[config.mk]
export PLATFORM = sky130hd
export DESIGN_NAME = float32_to_fp12_convert
export DESIGN_NICKNAME = d
export VERILOG_FILES = /design/src/design/f2fp12_pkg.sv /design/src/design/float32_to_fp12_convert.sv /design/src/design/f2fp12_core.sv
export SDC_FILE = /design/constraint.sdc
export NUM_CORES = 1
export LEC_CHECK = 0
export BUFFER_PORTS_ARGS = -buffer_cell sky130_fd_sc_hd__buf_2
export CAP_MARGIN = 15
export CORE_ASPECT_RATIO = 1.4
export CORE_MARGIN = 1
export CORE_UTILIZATION = 45
export CTS_CLUSTER_SIZE = 28
export DETAILED_ROUTE_END_ITERATION = 8
export PLACE_DENSITY = 0.7
export RECOVER_POWER = 25
export SLEW_MARGIN = 15
export SYNTH_ARGS = -nofsm -noshare
export SYNTH_HDL_FRONTEND = slang
export SYNTH_SLANG_ARGS = --single-unit
[constraint.sdc]
create_clock -name i_clk -period 5.13 [get_ports i_clk]
set_clock_uncertainty 0.15 [all_clocks]
set_input_delay 0.7695 -clock i_clk [delete_from_list [all_inputs] [get_ports i_clk]]
set_output_delay 0.7695 -clock i_clk [all_outputs]
set_load 0.005 [all_outputs]
[src/design/f2fp12_pkg.sv]
// Package: constants shared by the float32 to fp12 converter.
package f2fp12_pkg;
    localparam logic [15:0] SIGN_WORD = 16'hF800;
    localparam logic [15:0] NAN_CODE  = 16'h07E1;
    localparam logic [15:0] INF_CODE  = 16'h07E0;
    localparam logic [7:0]  EXP_MAX   = 8'd255;
    localparam logic [7:0]  EXP_OVF   = 8'd158;
    localparam logic [7:0]  EXP_TINY  = 8'd91;
    localparam logic [7:0]  EXP_NORM  = 8'd97;
    localparam logic [7:0]  EXP_BASE  = 8'd96;
    localparam logic [7:0]  SUB_SHIFT = 8'd115;
endpackage

[src/design/float32_to_fp12_convert.sv]
// Top level: float32 to fp12 converter with input and output registers.
// One float32 word in, one fp12 word out, one word per cycle sustained while the output is not stalled.
// A word taken at the input is stored in the input register, and the
// conversion logic (compare, shift, round, add) sits between that register
// and the result register, which holds the converted word until it is taken.
// Each stage advances whenever the stage after it is empty or being
// drained, so back-to-back words flow without bubbles and a stalled output
// holds both stages. NaN gives 0x07E1, overflow gives signed infinity
// 0x07E0, and the sign is replicated into bits 15..11.
module float32_to_fp12_convert (
    input  logic        i_clk,
    input  logic        i_rst_n,
    input  logic        i_valid,
    output logic        o_ready,
    input  logic [31:0] i_float_bits,
    output logic        o_valid,
    input  logic        i_ready,
    output logic [15:0] o_fp12_bits
);
    import f2fp12_pkg::*;

    logic        r_in_vld;
    logic [31:0] r_in_word;
    logic        r_out_vld;
    logic [15:0] r_out_word;
    logic [15:0] n_out_word;
    logic        out_adv;
    logic        in_adv;

    f2fp12_core u_core (
        .i_float_bits (r_in_word),
        .o_fp12_bits  (n_out_word)
    );

    // advance output stage when it is empty or being taken
    assign out_adv = !r_out_vld || i_ready;
    assign in_adv  = !r_in_vld || out_adv;
    assign o_ready = in_adv;

    always_ff @(posedge i_clk) begin
        if (!i_rst_n) begin
            r_in_vld  <= 1'b0;
            r_out_vld <= 1'b0;
        end else begin
            if (in_adv) r_in_vld <= i_valid;
            if (out_adv) r_out_vld <= r_in_vld;
        end
        if (in_adv && i_valid) r_in_word <= i_float_bits;
        if (out_adv && r_in_vld) r_out_word <= n_out_word;
    end

    assign o_valid     = r_out_vld;
    assign o_fp12_bits = r_out_word;
endmodule

[src/design/f2fp12_core.sv]
// Combinational conversion of one float32 word to an fp12 word.
module f2fp12_core (
    input  logic [31:0] i_float_bits,
    output logic [15:0] o_fp12_bits
);
    import f2fp12_pkg::*;

    logic [15:0] sign;
    logic [7:0]  bexp;
    logic [22:0] mant;
    logic [23:0] sig;
    logic [4:0]  sh;
    logic [5:0]  q_sub;
    logic [23:0] rem_sub;
    logic [23:0] half_sub;
    logic [23:0] mask_sub;
    logic [5:0]  q_sub_r;
    logic [5:0]  q_nrm;
    logic [5:0]  ef;
    logic [15:0] nrm_word;

    always_comb begin
        sign = i_float_bits[31] ? SIGN_WORD : 16'h0000;
        bexp = i_float_bits[30:23];
        mant = i_float_bits[22:0];
        sig  = {1'b1, mant};
        // shift is 19..24 in the subnormal band
        sh       = 5'(SUB_SHIFT - bexp);
        q_sub    = 6'(sig >> sh);
        mask_sub = (24'd1 << sh) - 24'd1;
        rem_sub  = sig & mask_sub;
        half_sub = 24'd1 << (sh - 5'd1);
        q_sub_r  = q_sub + 6'((rem_sub > half_sub) ||
                   ((rem_sub == half_sub) && q_sub[0]));
        // normal band: round mantissa to 5 bits, carry may bump exponent
        q_nrm = {1'b0, mant[22:18]} + 6'(mant[17] &&
                ((mant[16:0] != 17'd0) || mant[18]));
        ef       = 6'(bexp - EXP_BASE);
        nrm_word = {5'd0, ef, 5'd0} + {10'd0, q_nrm};

        if (bexp == EXP_MAX && mant != 23'd0) begin
            o_fp12_bits = sign | NAN_CODE;
        end else if (bexp > EXP_OVF) begin
            o_fp12_bits = sign | INF_CODE;
        end else if (bexp < EXP_TINY) begin
            o_fp12_bits = sign;
        end else if (bexp < EXP_NORM) begin
            o_fp12_bits = sign | {10'd0, q_sub_r};
        end else begin
            o_fp12_bits = sign | nrm_word;
        end
    end
endmodule
# Word-level counts from Yosys, hierarchy flattened
# Index checks and enable logic that the tools add are counted.
[classes] addsub=7 n_mul=0 div=0 magnitude_cmp=4 n_eq_ne=2 shift=3 muxes=5 n_bitwise=3 reduce_logical=14
[ops] cell="$mux W16" count=5
[ops] cell="$shl A1 B5 Y24 const A" count=2
[ops] cell="$and A24 B24 Y24" count=1
[ops] cell="$eq A24 B24 Y1" count=1
[ops] cell="$gt A24 B24 Y1" count=1
[ops] cell="$shr A24 B5 Y6" count=1
[ops] cell="$sub A24 B1 Y24 const B" count=1
[ops] cell="$reduce_bool A23 Y1" count=1
[ops] cell="$reduce_bool A17 Y1" count=1
[ops] cell="$lt A8 B7 Y1 const B" count=2
[ops] cell="$or A16 B16 Y16" count=1
[ops] cell="$or A16 B6 Y16" count=1
[ops] cell="$add A11 B6 Y12" count=1
[ops] cell="$eq A8 B8 Y1 const B" count=1
[ops] cell="$gt A8 B8 Y1 const B" count=1
[ops] cell="$add A5 B1 Y6" count=1
[ops] cell="$add A6 B1 Y6" count=1
[ops] cell="$sub A6 B6 Y6 const B" count=1
[ops] cell="$logic_and A1 B1 Y1" count=5
[ops] cell="$sub A5 B1 Y5 const B" count=1
[ops] cell="$sub A5 B5 Y5 const A" count=1
[ops] cell="$logic_or A1 B1 Y1" count=4
[ops] cell="$logic_not A1 Y1" count=2
[ops] cell="$reduce_or A2 Y1" count=1
[totals] ff_bits=50 latchBits=0 mem_bits_rw=0 romBits=0 in_bits=36 output_inout_bits=18 elab_cells=44 n_memories=0

# Logic depth before layout (Yosys ltp)
[logic_depth] ltp_word=13 mapped_depth=28 ltp_nobuf=25

# Cells and area by module
# Synthesis repeated with hierarchy kept, for this count alone.
[unflattened] cells_unflattened=465 area_unflattened_um2=4504.3
[by_module_without_submodules] mod="f2fp12_core" instances=1 cells_per_inst=408 area_each_um2=2959.1 seq_area_each_um2=0.0
[by_module_without_submodules] mod="float32_to_fp12_convert" instances=1 cells_per_inst=57 area_each_um2=1545.2 seq_area_each_um2=1481.4

# Worst setup path after synthesis
# Ideal clock, no wire load.
[synth_path] path_kind="register to register" start="reg r_in_word[25]" end="reg r_out_word[1], in the netlist o_fp12_bits[1], data pin" t_arrival_ns=4.698 t_required_ns=4.725 setup_slack_ns=0.028 path_stages_with_launch=26 path_buffers=4 path_cell_list="edfxtp_1 > buf_2 > inv_1 > ha_1 > buf_2 > xor2_2 > clkbuf_1 > nor2_1 > nand2_1 > ha_1 > clkbuf_1 > nor2_1 > a21oi_1 > a2bb2oi_1 > o22ai_1 > and2_1 > ha_1 > a21o_1 > a21oi_1 > o21ai_0 > a311oi_1 > a31oi_1 > ha_1 > ha_1 > mux2_2 > and2_1"
[synth_between] elab_chain_len=13 elab_cells_between_ends=22
[synth_rtl] element="start: declaration" line_no="float32_to_fp12_convert.sv:23" text="logic [31:0] r_in_word;"
[synth_rtl] element="start signal: assignment" line_no="float32_to_fp12_convert.sv:48" text="if (in_adv && i_valid) r_in_word <= i_float_bits;"
[synth_rtl] element="branches (longest 12 deep; another with $sub A24 B1 Y24)"
[synth_rtl] element="$mux W16 (*)" line_no="f2fp12_core.sv:41" text="if (bexp == EXP_MAX && mant != 23'd0) begin"
[synth_rtl] element="end signal: assignment" line_no="float32_to_fp12_convert.sv:49" text="if (out_adv && r_in_vld) r_out_word <= n_out_word;"
[synth_rtl] element="end: declaration" line_no="float32_to_fp12_convert.sv:25" text="logic [15:0] r_out_word;"
# Mark *: on every way between the ends.
# A chain may end at the register's enable or synchronous reset.

# Worst setup path in the final report
# Same ends and word-level chain as after synthesis.

==> out/results.ini <==
[outcome]
status=complete, no violations

[place]
post-dp-hpwl_mm=9.29
place_inst=601
port_buffers=53
gp_congestion=0.971

[pwr]
swShare_pct=30.6
seqPwrFrac_pct=38.9
worst_ir_drop_vdd_mv=0.228
p_per_area_nw_per_um2=256
power.internal_uw=844
p_comb_share_pct=29.1
clockPowerShare_pct=32.0
leakage_uw=0.00191
power_uw=1220
switchingPower_uw=372

[route]
wl_per_cell_um=19.6
drt_pre_antenna_iters=7
drtIter0Drc=367
ant_nets=0
via_per_inst=6.15
drt-total-wl_mm=11.9
vias=3743
drt_drc_violations_left=0

[layout]
fin_cells=609
drive_above_1_share_pct=22.1
diodes=0
final-seq-area_um2=1390
syn_to_final_growth_pct=14.0
fillers=823
nets=570
multi_input_area_um2=2560

[sta]
finalMaxSlewViolations=0
tightestPinTransition_ps=1120
hold_violations=0
period_share_pct=92.2
slew_headroom_pct=24.9
timing.fmax_ghz=0.211
fin_crit_ps=4730
rsz0062_at_grt=false
setup_viol=0
fin_setup_tns_ps=0

[clock_tree]
clk_pin_slew_ps=70
post_cts_buffers=0
cts_max_path_buffers=2
htreeDepth=2
ctsResizeCount=0
cts_tree=yes
clkLatencyLatePin_ps=290
root_buffer=clkbuf_16
cts_buffers=5
holdBufCountCts=0
clock-sinks=47

[yosys]
netlist.top_cell.by_area=edfxtp_1
synth_common_cells=nand2_1 (56), edfxtp_1 (45), nor2_1 (34), ha_1 (33), o21ai_0 (25)
synth_nets=518
yosysUniqueCellTypes=60
yosys.area.top_type_share_pct=32.4
ys_top_cells_by_area=edfxtp_1 (32%), ha_1 (9.9%), nand2_1 (5.0%), mux4_2 (4.9%), mux2i_1 (3.4%)
synth_top_flop_cell=edfxtp_1
synth_most_common_cell=nand2_1
syn_inst=449
syn_area_um2=4170
seq_area_frac_synth_pct=33.4
synth_area_per_cell_um2=9.28
synth_edf_count=45
async_reset_ff_share_pct=0
ys_ff_latch=47
yosysWarningCount=0

[global_routing]
grt_first_pass_wirelength_mm=18.5
grt_max_degree=41
overflow=0
antenna_found_initial=0
grt_usage_pct=25.1
grt_pass1_vias=3603

[critical_path]
crit_family=compound AO/OA/AOI/OAI gates
cp.arrival_ps=4630
start_kind=register
worst-path-buf-inv=3
worstSetupEndpointType=register
max_stage_delay_ps=400
worstPathMaxFanout=10
timing.critical_path.cells=inv_1, ha_1, buf_4, inv_1, mux2_2, nand2_1, o31ai_1, nand2_1, ha_1, nor2b_1, o21a_1, o21a_1, o21ai_0, a21oi_1, o31ai_1, a31oi_2, ha_1, ha_1, mux2_2, and2_1
crit_type=register to register
cp_slowest_cell=mux2_2
path_common_cell=ha_1
crit_required_ps=5030

[job]
maxCapViolCount=0

[floorplan]
initial_core_util_pct=46.4
die_area_um2=9660
fp.coreArea_um2=8980
io_pins=54
rows=41
die_x_um=83.3
die_h_um=116

[worst_hold_path]
hold_path.class=register to register

## final timing paths
check | slack (ps) | to | cells past startpoint | startpoint
setup reg to reg | 400 | o_fp12_bits[1]$_SDFFCE_PP0P_ | 20 | r_in_word[25]$_DFFE_PP_
hold / removal | 300 | o_fp12_bits[14]$_DFFE_PP_ | 0 | r_in_word[31]$_DFFE_PP_
hold reg to reg | 300 | o_fp12_bits[14]$_DFFE_PP_ | 0 | r_in_word[31]$_DFFE_PP_
setup / recovery | 400 | o_fp12_bits[1]$_SDFFCE_PP0P_ | 20 | r_in_word[25]$_DFFE_PP_
## routing by layer
metal,part of all wire [%],vias to the layer above,global-route usage (%)
met5,0,-,0
li1,-,1775,-
met3,5.1,37,3.28
met4,4.3,0,11.5
met2,51,167,46.3
met1,40,1764,28.8
## registers in the layout (all words and copies together), names as in the netlist
signal       count
o_fp12_bits     13
r_in_vld         1
r_in_word       32
o_valid          1
## cell families after synthesis
family	count (synthesis)	synth area share, %
XOR/XNOR	17	3.75
AO/OA/AOI/OAI	103	16.4
buffers and inverters	44	5.37
flip-flops	47	33.4
adder cells (fa/ha/maj)	33	9.91
multiplexers	36	11.7
AND/OR/NAND/NOR	169	19.5
## power groups by stage
stage | logic (uW) | clock network [uW] | registers (uW)
5_1_grt | 389 | 406 | 476
2_1_floorplan | 244 | 0 | 469
3_5_place_dp | 346 | 0 | 481
4_1_cts | 348 | 395 | 472
6_report | 354 | 389 | 473
3_3_place_gp | 341 | 0 | 479
## placed cells by master (no fill, tap or decap), types with 3 or more instances in the layout
| cell type | count |
|---|---|
| mux2_2 | 7 |
| a31oi_1 | 5 |
| nand4_1 | 8 |
| o21ai_0 | 25 |
| buf_4 | 23 |
| nor2_1 | 34 |
| nor3_1 | 9 |
| edfxtp_1 | 45 |
| inv_2 | 3 |
| o31ai_1 | 6 |
| nand2_1 | 56 |
| a21o_1 | 8 |
| nand3_1 | 17 |
| a2bb2oi_1 | 3 |
| nor2b_1 | 11 |
| mux2i_1 | 14 |
| and3_1 | 6 |
| and2_1 | 12 |
| buf_2 | 53 |
| mux2_1 | 6 |
| a21boi_0 | 5 |
| nand2b_1 | 3 |
| xnor2_1 | 10 |
| ha_1 | 32 |
| nor4_1 | 6 |
| clkbuf_16 | 5 |
| inv_1 | 10 |
| o22ai_1 | 8 |
| o21a_1 | 3 |
| mux4_2 | 9 |
| a21oi_1 | 17 |
| xor2_1 | 6 |
## per-stage QoR
stage | instance area [um^2] | setup slack, ps | utilization [%] | hold WS [ps]
6_report | 4750 | 402 | 52.9 | 302
5_1_grt | 4750 | 90.4 | 52.9 | 312
4_1_cts | 4740 | 345 | 52.8 | 305
3_5_place_dp | 4560 | 375 | 50.8 | 289
3_3_place_gp | 4560 | 435 | 50.8 | 278
2_1_floorplan | 4170 | 27.7 | - | 274
## area by class of cell
type	count	area share (%)
multi-input combinational	358	53.9
tap	107	2.82
sequential	47	29.3
clock buffer	6	2.92
timing repair buffer	76	9.22
inverter	13	1.03
clock inverter	2	0.816
Note: power is estimated with default switching activity, not from simulation.
